## config.mk

```make
export PLATFORM = sky130hd
export DESIGN_NAME = bucketed_hash_table_core
export DESIGN_NICKNAME = d
export VERILOG_FILES = /design/src/hw/rtl/bht_pkg.sv /design/src/hw/rtl/bht_mod.sv /design/src/hw/rtl/bht_datapath.sv /design/src/hw/rtl/bht_ctrl.sv /design/src/hw/rtl/bucketed_hash_table_core.sv
export VERILOG_INCLUDE_DIRS = /design/src /design/src/hw/rtl
export SDC_FILE = /design/constraint.sdc
export NUM_CORES = 2
export LEC_CHECK = 0
export ABC_CLOCK_PERIOD_IN_PS = 39900
export BUFFER_PORTS_ARGS = -buffer_cell sky130_fd_sc_hd__clkbuf_2
export CAP_MARGIN = 20
export CORE_UTILIZATION = 57
export DETAILED_ROUTE_END_ITERATION = 7
export GPL_TIMING_DRIVEN = 0
export PLACE_DENSITY = 0.75
export SLEW_MARGIN = 10
export SYNTH_ARGS = -nofsm -noshare
export SYNTH_HDL_FRONTEND = slang
export SYNTH_SLANG_ARGS = --single-unit
```

## constraint.sdc

```tcl
create_clock -name clk -period 39.9 [get_ports clk]
set_clock_uncertainty 0.05 [all_clocks]
set_input_delay 1.995 -clock clk [delete_from_list [all_inputs] [get_ports clk]]
set_output_delay 1.995 -clock clk [all_outputs]
set_load 0.005 [all_outputs]
```

## src/hw/rtl/bucketed_hash_table_core_assert.svh

```systemverilog
// ----------------------------------------------------------------------------
// bucketed hash table core assertion macros
// short forms for the clocked implication checks used at the top level
// ----------------------------------------------------------------------------
`ifndef BUCKETED_HASH_TABLE_CORE_ASSERT_SVH
`define BUCKETED_HASH_TABLE_CORE_ASSERT_SVH

// same-cycle implication, masked during reset
`define BHT_ASSERT_IMPL(label, clk, rst_n, ante, cons) \
    label: assert property (@(posedge clk) disable iff (!rst_n) (ante) |-> (cons)) \
        else $error("bht implication check failed");

// next-cycle implication, masked during reset
`define BHT_ASSERT_NEXT(label, clk, rst_n, ante, cons) \
    label: assert property (@(posedge clk) disable iff (!rst_n) (ante) |=> (cons)) \
        else $error("bht next-cycle check failed");

`endif

```

## src/hw/rtl/bht_pkg.sv

```systemverilog
// ----------------------------------------------------------------------------
// bht_pkg
// shared types and constants for the bucketed hash table core
// ----------------------------------------------------------------------------
package bht_pkg;

    localparam int KEY_W          = 32;
    localparam int VALUE_W        = 32;
    localparam int DEF_N_BUCKETS  = 8;
    localparam int DEF_SLOTS      = 4;

    typedef enum logic {
        OP_PUT = 1'b0,
        OP_GET = 1'b1
    } bht_op_t;

    typedef enum logic [2:0] {
        ST_INSERTED = 3'd0,
        ST_UPDATED  = 3'd1,
        ST_FULL     = 3'd2,
        ST_FOUND    = 3'd3,
        ST_MISSING  = 3'd4
    } bht_status_t;

    typedef struct packed {
        bht_op_t             cmd;
        logic [KEY_W-1:0]    key;
        logic [VALUE_W-1:0]  value;
    } bht_req_t;

    typedef struct packed {
        bht_status_t         status;
        logic [VALUE_W-1:0]  read_value;
    } bht_rsp_t;

    typedef enum logic [1:0] {
        FSM_CLEAR = 2'd0,
        FSM_IDLE  = 2'd1,
        FSM_HASH  = 2'd2,
        FSM_EVAL  = 2'd3
    } bht_fsm_t;

    // controller to datapath
    typedef struct packed {
        logic capture;
        logic clear;
        logic read;
        logic eval;
    } bht_cmd_t;

    // datapath to controller
    typedef struct packed {
        logic mod_done;
        logic clear_last;
    } bht_stat_t;

endpackage

```

## src/hw/rtl/bht_mod.sv

```systemverilog
// ----------------------------------------------------------------------------
// bht_mod
// key modulo bucket count: a mask for powers of two, else reciprocal multiply
// ----------------------------------------------------------------------------
module bht_mod
    import bht_pkg::*;
#(
    parameter int N_BUCKETS = DEF_N_BUCKETS
)
(
    input  logic                 clk,
    input  logic                 rst_n,
    input  logic                 start,
    input  logic [KEY_W-1:0]     key,
    output logic [((N_BUCKETS > 1) ? $clog2(N_BUCKETS) : 1)-1:0] bucket,
    output logic                 done
);

    localparam int  BUCKET_W = (N_BUCKETS > 1) ? $clog2(N_BUCKETS) : 1;
    localparam bit  IS_POW2  = ((N_BUCKETS & (N_BUCKETS - 1)) == 0);

    logic [BUCKET_W-1:0] rem_reg;

    assign bucket = rem_reg;

    generate
        if (IS_POW2) begin : g_mask
            always_ff @(posedge clk)
            begin
                if (start)
                begin
                    if (N_BUCKETS == 1)
                        rem_reg <= '0;
                    else
                        rem_reg <= key[BUCKET_W-1:0];
                end
            end
            assign done = 1'b1;
        end else begin : g_recip
            // quotient is (key * RECIP) >> SHIFT, exact for every key value
            localparam int SHIFT   = KEY_W + BUCKET_W;
            localparam int RECIP_W = KEY_W + 1;
            localparam int PROD_W  = KEY_W + RECIP_W;
            localparam logic [RECIP_W-1:0] RECIP =
                RECIP_W'(((64'd1 << SHIFT) + 64'(N_BUCKETS) - 64'd1) / 64'(N_BUCKETS));
            localparam logic [BUCKET_W-1:0] N_LO = BUCKET_W'(N_BUCKETS);

            logic [PROD_W-1:0]   prod_reg;
            logic [BUCKET_W-1:0] key_lo_reg;
            logic                run_reg;
            logic [BUCKET_W-1:0] quot_lo;

            // the remainder is below the bucket count, so low bits suffice
            assign quot_lo = prod_reg[SHIFT +: BUCKET_W];

            always_ff @(posedge clk or negedge rst_n)
            begin
                if (!rst_n)
                    run_reg <= 1'b0;
                else
                    run_reg <= start;
            end

            // multiply on the taking edge, subtract on the next one
            always_ff @(posedge clk)
            begin
                if (start)
                begin
                    prod_reg   <= PROD_W'(key) * PROD_W'(RECIP);
                    key_lo_reg <= key[BUCKET_W-1:0];
                end
                if (run_reg)
                    rem_reg <= key_lo_reg - quot_lo * N_LO;
            end

            assign done = !run_reg;
        end
    endgenerate

endmodule

```

## src/hw/rtl/bht_datapath.sv

```systemverilog
// ----------------------------------------------------------------------------
// bht_datapath
// bucket row stores, fill counts, slot compare and result register
// ----------------------------------------------------------------------------
module bht_datapath
    import bht_pkg::*;
#(
    parameter int N_BUCKETS        = DEF_N_BUCKETS,
    parameter int SLOTS_PER_BUCKET = DEF_SLOTS
)
(
    input  logic      clk,
    input  logic      rst_n,
    input  bht_req_t  req,
    input  bht_cmd_t  cmd_bus,
    output bht_stat_t stat_bus,
    output logic      done,
    output bht_rsp_t  rsp
);

    localparam int BUCKET_W = (N_BUCKETS > 1) ? $clog2(N_BUCKETS) : 1;
    localparam int SLOT_W   = (SLOTS_PER_BUCKET > 1) ? $clog2(SLOTS_PER_BUCKET) : 1;
    localparam int CNT_W    = $clog2(SLOTS_PER_BUCKET + 1);

    // row stores: one bucket per row, all slots read together
    logic [SLOTS_PER_BUCKET-1:0][KEY_W-1:0]   key_mem   [N_BUCKETS];
    logic [SLOTS_PER_BUCKET-1:0][VALUE_W-1:0] value_mem [N_BUCKETS];
    logic [CNT_W-1:0]                         fill_mem  [N_BUCKETS];

    bht_op_t                                  op_reg;
    logic [KEY_W-1:0]                         key_reg;
    logic [VALUE_W-1:0]                       value_reg;
    logic [BUCKET_W-1:0]                      bucket_reg;
    logic [BUCKET_W-1:0]                      clr_reg;
    logic [SLOTS_PER_BUCKET-1:0][KEY_W-1:0]   krow_reg;
    logic [SLOTS_PER_BUCKET-1:0][VALUE_W-1:0] vrow_reg;
    logic [CNT_W-1:0]                         fill_reg;
    bht_rsp_t                                 rsp_reg;
    logic                                     done_reg;

    logic [BUCKET_W-1:0]                      mod_bucket;
    logic [SLOTS_PER_BUCKET-1:0]              hit_vec;
    logic                                     hit_any;
    logic [SLOT_W-1:0]                        hit_slot;
    logic                                     full;
    logic [SLOT_W-1:0]                        free_slot;
    bht_rsp_t                                 rsp_next;
    logic                                     do_update;
    logic                                     do_insert;

    bht_mod #(
        .N_BUCKETS (N_BUCKETS)
    ) u_mod (
        .clk    (clk),
        .rst_n  (rst_n),
        .start  (cmd_bus.capture),
        .key    (req.key),
        .bucket (mod_bucket),
        .done   (stat_bus.mod_done)
    );

    assign stat_bus.clear_last = (clr_reg == BUCKET_W'(N_BUCKETS - 1));

    always_ff @(posedge clk)
    begin
        if (cmd_bus.capture)
        begin
            op_reg    <= req.cmd;
            key_reg   <= req.key;
            value_reg <= req.value;
        end
    end

    always_ff @(posedge clk or negedge rst_n)
    begin
        if (!rst_n)
            clr_reg <= '0;
        else if (cmd_bus.clear)
            clr_reg <= clr_reg + 1'b1;
    end

    // compare across the filled slots, lowest match wins
    always_comb
    begin
        for (int s = 0; s < SLOTS_PER_BUCKET; s++)
            hit_vec[s] = (CNT_W'(s) < fill_reg) && (krow_reg[s] == key_reg);
        hit_any  = |hit_vec;
        hit_slot = '0;
        for (int s = SLOTS_PER_BUCKET - 1; s >= 0; s--)
            if (hit_vec[s])
                hit_slot = SLOT_W'(s);
        full      = (fill_reg == CNT_W'(SLOTS_PER_BUCKET));
        free_slot = fill_reg[SLOT_W-1:0];
    end

    always_comb
    begin
        rsp_next.read_value = '0;
        do_update = 1'b0;
        do_insert = 1'b0;
        unique case (op_reg)
            OP_PUT:
            begin
                priority if (hit_any)
                begin
                    rsp_next.status = ST_UPDATED;
                    do_update = cmd_bus.eval;
                end else if (!full)
                begin
                    rsp_next.status = ST_INSERTED;
                    do_insert = cmd_bus.eval;
                end else
                    rsp_next.status = ST_FULL;
            end
            OP_GET:
            begin
                if (hit_any)
                begin
                    rsp_next.status     = ST_FOUND;
                    rsp_next.read_value = vrow_reg[hit_slot];
                end else
                    rsp_next.status = ST_MISSING;
            end
            default: rsp_next.status = ST_MISSING;
        endcase
    end

    always_ff @(posedge clk)
    begin
        if (cmd_bus.read)
        begin
            bucket_reg <= mod_bucket;
            krow_reg   <= key_mem[mod_bucket];
            vrow_reg   <= value_mem[mod_bucket];
            fill_reg   <= fill_mem[mod_bucket];
        end
    end

    always_ff @(posedge clk)
    begin
        if (do_update)
            value_mem[bucket_reg][hit_slot] <= value_reg;
        else if (do_insert)
        begin
            key_mem[bucket_reg][free_slot]   <= key_reg;
            value_mem[bucket_reg][free_slot] <= value_reg;
        end
    end

    always_ff @(posedge clk)
    begin
        if (cmd_bus.clear)
            fill_mem[clr_reg] <= '0;
        else if (do_insert)
            fill_mem[bucket_reg] <= fill_reg + 1'b1;
    end

    always_ff @(posedge clk)
    begin
        if (cmd_bus.eval)
            rsp_reg <= rsp_next;
    end

    always_ff @(posedge clk or negedge rst_n)
    begin
        if (!rst_n)
            done_reg <= 1'b0;
        else
            done_reg <= cmd_bus.eval;
    end

    assign done = done_reg;
    assign rsp  = rsp_reg;

endmodule

```

## src/hw/rtl/bht_ctrl.sv

```systemverilog
// ----------------------------------------------------------------------------
// bht_ctrl
// sequencer: clearing pass, bucket hash, row read, evaluate and write back
// ----------------------------------------------------------------------------
module bht_ctrl
    import bht_pkg::*;
(
    input  logic      clk,
    input  logic      rst_n,
    input  logic      start,
    output logic      busy,
    output bht_cmd_t  cmd_bus,
    input  bht_stat_t stat_bus
);

    bht_fsm_t state_reg;
    bht_fsm_t state_next;
    logic     accept;

    always_ff @(posedge clk or negedge rst_n)
    begin
        if (!rst_n)
            state_reg <= FSM_CLEAR;
        else
            state_reg <= state_next;
    end

    always_comb
    begin
        busy           = (state_reg == FSM_CLEAR) || (state_reg == FSM_HASH);
        accept         = start && !busy;
        cmd_bus.capture = accept;
        cmd_bus.clear   = 1'b0;
        cmd_bus.read    = 1'b0;
        cmd_bus.eval    = 1'b0;
        state_next     = state_reg;
        unique case (state_reg)
            FSM_CLEAR:
            begin
                cmd_bus.clear = 1'b1;
                if (stat_bus.clear_last)
                    state_next = FSM_IDLE;
            end
            FSM_IDLE:
            begin
                if (accept)
                    state_next = FSM_HASH;
            end
            FSM_HASH:
            begin
                if (stat_bus.mod_done)
                begin
                    cmd_bus.read = 1'b1;
                    state_next   = FSM_EVAL;
                end
            end
            FSM_EVAL:
            begin
                cmd_bus.eval = 1'b1;
                state_next   = accept ? FSM_HASH : FSM_IDLE;
            end
            default: state_next = FSM_CLEAR;
        endcase
    end

endmodule

```

## src/hw/rtl/bucketed_hash_table_core.sv

```systemverilog
// ----------------------------------------------------------------------------
// bucketed_hash_table_core
// key/value table of fixed-size buckets, put and get commands
// ----------------------------------------------------------------------------
// a put or get word is taken when start is high and busy is low. the key is
// its own hash and the bucket is key modulo N_BUCKETS. each bucket has
// SLOTS_PER_BUCKET slots filled from slot 0. a put updates a matching key,
// otherwise fills the next free slot, or reports bucket full. a get returns
// found with the value, or not found with zero. exactly one result word
// appears per command, on rsp with done high for a single cycle, after the
// hash, the row read and the evaluation. there is no back-pressure: the
// receiver must take the word in that cycle. a new command may be taken
// while the previous result is still being written out. the hash wait
// depends on the bucket index: with a power-of-two bucket count it is a
// mask and a command goes through row read, then compare and write back;
// otherwise the remainder comes from a reciprocal multiply and then a
// subtract before the row read. after reset the fill counts are swept to
// zero, one bucket per cycle, and busy stays high until the last bucket is
// cleared, so no command is taken before then.
// ----------------------------------------------------------------------------
`include "bucketed_hash_table_core_assert.svh"

module bucketed_hash_table_core
    import bht_pkg::*;
#(
    parameter int N_BUCKETS        = DEF_N_BUCKETS,
    parameter int SLOTS_PER_BUCKET = DEF_SLOTS
)
(
    input  logic     clk,
    input  logic     rst_n,
    input  logic     start,
    output logic     busy,
    input  bht_req_t req,
    output logic     done,
    output bht_rsp_t rsp
);

    // command and status between sequencer and datapath
    bht_cmd_t  cmd_bus;
    bht_stat_t stat_bus;

    // sequencer: clear sweep, hash wait, read, evaluate
    bht_ctrl u_ctrl (
        .clk      (clk),
        .rst_n    (rst_n),
        .start    (start),
        .busy     (busy),
        .cmd_bus  (cmd_bus),
        .stat_bus (stat_bus)
    );

    // stores, slot compare and the result register
    bht_datapath #(
        .N_BUCKETS        (N_BUCKETS),
        .SLOTS_PER_BUCKET (SLOTS_PER_BUCKET)
    ) u_dp (
        .clk      (clk),
        .rst_n    (rst_n),
        .req      (req),
        .cmd_bus  (cmd_bus),
        .stat_bus (stat_bus),
        .done     (done),
        .rsp      (rsp)
    );

    // a taken word always moves the sequencer into the hash wait
    `BHT_ASSERT_NEXT(a_accept_busy, clk, rst_n, start && !busy, busy)
    // every row read is followed by its evaluation
    `BHT_ASSERT_NEXT(a_read_eval, clk, rst_n, cmd_bus.read, cmd_bus.eval)
    // a result word only ever follows an evaluation cycle
    `BHT_ASSERT_IMPL(a_done_src, clk, rst_n, done, $past(cmd_bus.eval))

endmodule
```

# Word-level counts from Yosys, hierarchy flattened
# Memory sizes are Yosys's and may differ from the RTL's. A register that Yosys moved wholly into a read port is not among the register bits.
# Cells that the tools add are included.
# W data, S select, Z words.
[totals] reg_bits=112 mem_bits_rw=2072 word_cells=343 n_memories=3
[memory_table] memory="u_dp.key_mem" depth=8 word_bits=128 rd=1 rd_ports_with_merged_regs=1 wr=1 line="bht_datapath.sv:26" source="logic [SLOTS_PER_BUCKET-1:0][KEY_W-1:0] key_mem [N_BUCKETS];"
[memory_table] memory="u_dp.value_mem" depth=8 word_bits=128 rd=1 rd_ports_with_merged_regs=1 wr=1 line="bht_datapath.sv:27" source="logic [SLOTS_PER_BUCKET-1:0][VALUE_W-1:0] value_mem [N_BUCKETS];"
[memory_table] memory="u_dp.fill_mem" depth=8 word_bits=3 rd=1 rd_ports_with_merged_regs=1 wr=1 line="bht_datapath.sv:28" source="logic [CNT_W-1:0] fill_mem [N_BUCKETS];"
[classes] add_sub_neg=2 magnitude_cmp=8 eq_ne=11 n_mux=166 bitwise_logic=129 n_reduce_logical=14
[ops] op="$mux W128" count=2
[ops] op="$mux W1" count=144
[ops] op="$demux W32 S2" count=2
[ops] op="$eq A32 B32 Y1" count=4
[ops] op="$or A1 B1 Y1" count=128
[ops] op="$mux W32" count=3
[ops] op="$bmux W32 S2" count=1
[ops] op="$mux W2" count=8
[ops] op="$mux W3" count=4
[ops] op="$pmux W2 S4" count=1
[ops] op="$logic_and A1 B1 Y1" count=7
[ops] op="$add A3 B1 Y3 const B" count=2
[ops] op="$eq A3 B3 Y1 const B" count=2
[ops] op="$lt A1 B3 Y1 const A" count=2
[ops] op="$lt A2 B3 Y1 const A" count=2
[ops] op="$lt A2 B3 Y1 const B" count=2
[ops] op="$pmux W3 S2" count=1
[ops] op="$eq A2 B2 Y1 const B" count=2
[ops] op="$ge A2 B1 Y1 const B" count=2
[ops] op="$reduce_and A2 Y1" count=2
[ops] op="$reduce_or A4 Y1" count=1
[ops] op="$reduce_or A3 Y1" count=1
[ops] op="$eq A2 B1 Y1 const B" count=1
[ops] op="$logic_not A2 Y1" count=1
[ops] op="other kinds (5)" count=5

# Depth between registers and ports, before layout
[logic_depth] depth_word=12 ltp_mapped=10 mapped_depth_nobuf=7

# Cells and area by module
# A second synthesis with hierarchy kept.
[hier_totals] hier_cells=3927 hier_area_um2=92090.8
[modules_own_cells] module="bht_datapath" instances=1 cells_per_inst=3911 area_per_inst_um2=91879.4
[modules_own_cells] module="bht_ctrl" instances=1 cells_per_inst=11 area_per_inst_um2=110.1
[modules_own_cells] module="bht_mod" instances=1 cells_per_inst=5 area_per_inst_um2=101.3

# Least setup slack after synthesis
# OpenSTA, ideal clock, no wires.
[synth_timing] kind="flip-flop to flip-flop" start="reg u_ctrl.state_reg[0]" end="reg u_ctrl.state_reg[1]" setup_time_ps=136 arrival_ps=12927 t_required_ps=39714 setup_slack_ps=26787 path_stages_with_launch=3 cell_sequence="dfrtp_1 -> nor2b_1 -> or2_2"
[synth_between] elab_chain_len=6
[synth_lines] element="start: declaration" line="bht_ctrl.sv:16" source="bht_fsm_t state_reg;"
[synth_lines] element="start signal: assignment" line="bht_ctrl.sv:25" source="state_reg <= state_next;"
[synth_lines] element="$eq A2 B2 Y1 / $logic_not A2 Y1 (equally long branches)" line="bht_ctrl.sv:30, bht_ctrl.sv:37"
[synth_lines] element="$logic_or A1 B1 Y1" line="bht_ctrl.sv:30" source="busy = (state_reg == FSM_CLEAR) || (state_reg == FSM_HASH);"
[synth_lines] element="$logic_not A1 Y1" line="bht_ctrl.sv:31" source="accept = start && !busy;"
[synth_lines] element="$logic_and A1 B1 Y1" line="bht_ctrl.sv:31"
[synth_lines] element="$mux W2 / $ne A2 B1 Y1 (equally long branches)"
[synth_lines] element="$pmux W2 S4 / $reduce_and A2 Y1 (equally long branches)"
# Several ways; a longest one is shown, not always the timed one.
# A chain may end at the register's enable or synchronous reset.

==> impl_metrics.yaml <==
synthesis:
  ys.flop_type: "edfxtp_1"
  ys_seq_area_share_pct: 79.6
  syn_nets: 4023
  async_flop_share_pct: 0.246
  syn_area_um2: 92000
  synth_fa_ha_area_share_pct: 0.0816
  synth.avg_cell_area_um2: 23.3
  yosysUniqueCellTypes: 46
  synth_compound_area_share_pct: 0.809
  yosys_warnings: 0
  synth_top_family_by_area: "multiplexers"
  synth-xor-area-share_pct: 1.23
  synth-simple-area-share_pct: 1.52
  synth-edff-count: 2434
  synthMuxAreaShare_pct: 15.9
  ys_ff_latch: 2440
  synthCells: 3949
setup_path:
  crit_path_max_incr_delay_ps: 1110
  ff2ff_setup_slack_ps: 34290
  r2r_cells: 10
  crit_family: "simple AND/OR/NAND/NOR gates"
  cp.arrival_ps: 6130
  critPathRequiredTime_ps: 40420
  crit_type: "flop to flop"
  path_depth: 10
  crit_path_max_fanout: 23
  path_buf_inv: 3
  slowest_stage: "nor4_4"
  cp_cell_sequence: "buf_8 > buf_2 > xor2_1 > nor4_1 > nand4_1 > nor4_4 > nor4b_4 > nand3_1 > nor2_4 > buf_16"
  critPathLaunchType: "flop"
  endpoint_kind: "flop"
clocking:
  clkTransAtPathRegs_ps: 70
  cts_setup_buffers: 0
  cts_sinks: 2440
  cts-root-buf: "clkbuf_16"
  cts_tree: "done"
  cts_hold_buf: 0
  cts-resized-gates: 0
  htreeDepth: 4
  cts_buffers: 221
  clk_path_buf_depth: 3
  clk_latency_ps: 840
min_path:
  min-delay-path-class: "flop to flop"
  hold_depth: 2
floorplanning:
  dieArea_um2: 163000
  die_x_um: 404
  coreArea_um2: 160000
  start_util_pct: 57.4
  core.rowCount: 147
  ioPinCount: 105
  die_y_um: 404
power_and_ir_drop:
  cell_internal_pwr_w: 0.00469
  vdd.ir_drop.worst_v: 0.0000607
  seqPwrFrac_pct: 51.7
  netSwitchingFraction_pct: 24.6
  power.switching_w: 0.00153
  p_leak_nw: 33.2
  combPwrFrac_pct: 12.9
  pwr-share-clk_pct: 35.4
  powerDensity_nw_per_um2: 58.2
place:
  place_inst: 6345
  hpwl_um: 135000
  gp_congestion: 0.922
  place_area_um2: 98700
  port_buffers: 104
route:
  drc: 0
  vias_per_cell: 6.51
  wl_per_cell_um: 32.4
  dr.pass1.iters: 6
  drt_iter0_markers: 6084
  num_vias: 44135
  wirelength_um: 220000
  ant_nets: 0
global_routing:
  grt_remaining_overflow: 0
  grt_antenna_before_repair: 9
  grt_pass1_wl_um: 314000
  grt_usage_pct: 27.1
  grt_pass1_vias: 44923
  grt_max_degree: 45
timing:
  worstMarginPinSlew_ps: 1240
  tns_ps: 0
  rsz0062_at_grt: "false"
  finalSetupViolCount: 0
  hold_viol_final: 0
  clock.fmax_mhz: 178
  drv_slew: 0
  finalCritPeriodShare_pct: 14.1
  period_needed_ps: 5610
  relSlewSlack_pct: 17.1
cells_and_area:
  finalInstanceArea_um2: 107000
  top_regs: "u_dp.key_mem x1024, u_dp.value_mem x1024"
  n_fill_cell: 9563
  finish.cell_count_without_fillers: 6784
  area_growth_pct: 16.0
  num-nets-final: 4508
  drive_above_1_share_pct: 32.4
job:
  cap_violations: 0
outcome:
  status: "complete, no violations"
[synth_stat cells, types with 2 or more instances]
master | instances | share of area [%]
buf_1 | 26 | 0.11
o21ai_0 | 33 | 0.18
ha_1 | 6 | 0.082
or3b_2 | 2 | 0.019
or3_1 | 3 | 0.020
nand2_1 | 75 | 0.31
xor2_1 | 56 | 0.53
xnor2_1 | 73 | 0.70
nor4_1 | 47 | 0.32
nor3_1 | 6 | 0.033
edfxtp_1 | 2434 | 79
nand3b_1 | 4 | 0.033
clkbuf_1 | 124 | 0.51
a21oi_1 | 33 | 0.18
buf_2 | 42 | 0.23
inv_1 | 4 | 0.016
nand3_1 | 39 | 0.21
nand4_1 | 21 | 0.14
nand2b_1 | 2 | 0.014
dfrtp_1 | 6 | 0.16
nor2_1 | 73 | 0.30
and2_1 | 2 | 0.014
mux2_2 | 261 | 3.2
o22ai_1 | 6 | 0.041
mux4_2 | 518 | 13
o32ai_1 | 2 | 0.019
o221ai_1 | 32 | 0.30
[power by group through the flow]
stage	Clock (W)	Sequential, W	Combinational (W)
2_1_floorplan	0	0.00326	0.000424
3_3_place_gp	0	0.00340	0.000606
3_5_place_dp	0	0.00328	0.000751
4_1_cts	0.00221	0.00323	0.000763
5_1_grt	0.00230	0.00322	0.000839
6_report	0.00220	0.00321	0.000802
[stage by stage]
stage          utilization, %  hold WS (ps)  total power [W]  setup slack (ps)
6_report                 66.5           588          0.00621             34290
5_1_grt                  66.5           626          0.00636             34240
4_1_cts                  66.2           582          0.00620             34470
3_5_place_dp             61.5           528          0.00403             34580
3_3_place_gp             59.4           512          0.00400             16900
2_1_floorplan               -           471          0.00368             26790
[placed cells by master, fill, tap and decap left out, drive strengths merged, types with 2 or more instances in the layout]
master and count:
edfxtp 2434, mux4 518, clkbuf 499, mux2 262, buf 221, clkinv 91
nand2 76, xnor2 73, nor2 73, xor2 56, nor4 48, nand3 39
bufinv 34, a21oi 33, o21ai 33, o221ai 32, nand4 21, clkinvlp 16
inv 10, o22ai 6, ha 6, dfrtp 6, nor3 6, nand3b 4
or3 3, or3b 2, nand2b 2, o32ai 2, and2 2
[cell families after synthesis]
kind of cell | Yosys count
xor gates and xnor gates | 129
adders and majority gates | 6
DFF | 2440
and+or+nand+nor | 283
buffers and inverters | 197
AOI/OAI and AO/OA | 114
muxes | 780
[tightest hold or removal path: stages, from the launching register on]
cell     delay (ps)
dfrtp_1         430
o21ai_0         110
nand2_1          60
[cell type report]
cell class / instances / area (µm²) / area share (%)
Antenna cell: 1 / 2.50 / 0.00235
Buffer: 192 / 776 / 0.727
Clock buffer: 266 / 5870 / 5.50
Clock inverter: 146 / 1610 / 1.51
Inverter: 5 / 18.8 / 0.0176
Multi-Input combinational cell: 1312 / 18500 / 17.3
Sequential cell: 2440 / 73200 / 68.7
Tap cell: 2160 / 2700 / 2.53
Timing Repair Buffer: 262 / 3980 / 3.73
[metal layers]
| layer | GRT usage [%] | wire length [µm] | vias up |
|---|---|---|---|
| met1 | 36.5 | 80900 | 23256 |
| li1 | - | - | 17611 |
| met4 | 11.0 | 9910 | 2 |
| met2 | 43.9 | 108000 | 2729 |
| met5 | 0 | 11 | - |
| met3 | 5.57 | 20700 | 537 |
[worst paths after layout]
check / start / to
max: u_dp.u_mod.bucket[0]$_DFFE_PP_ / u_dp.key_mem[3][37]$_DFFE_PP_
min: u_dp.clr_reg[0]$_DFFE_PN0P_ / u_dp.clr_reg[0]$_DFFE_PN0P_
max reg2reg: u_dp.u_mod.bucket[0]$_DFFE_PP_ / u_dp.key_mem[3][37]$_DFFE_PP_
min reg2reg: u_dp.clr_reg[0]$_DFFE_PN0P_ / u_dp.clr_reg[0]$_DFFE_PN0P_
max in group asynchronous: rst_n / u_dp.done$_DFF_PN0_
min in group asynchronous: rst_n / u_dp.clr_reg[2]$_DFFE_PN0P_
No activity file was read; power rests on OpenSTA's default activity.
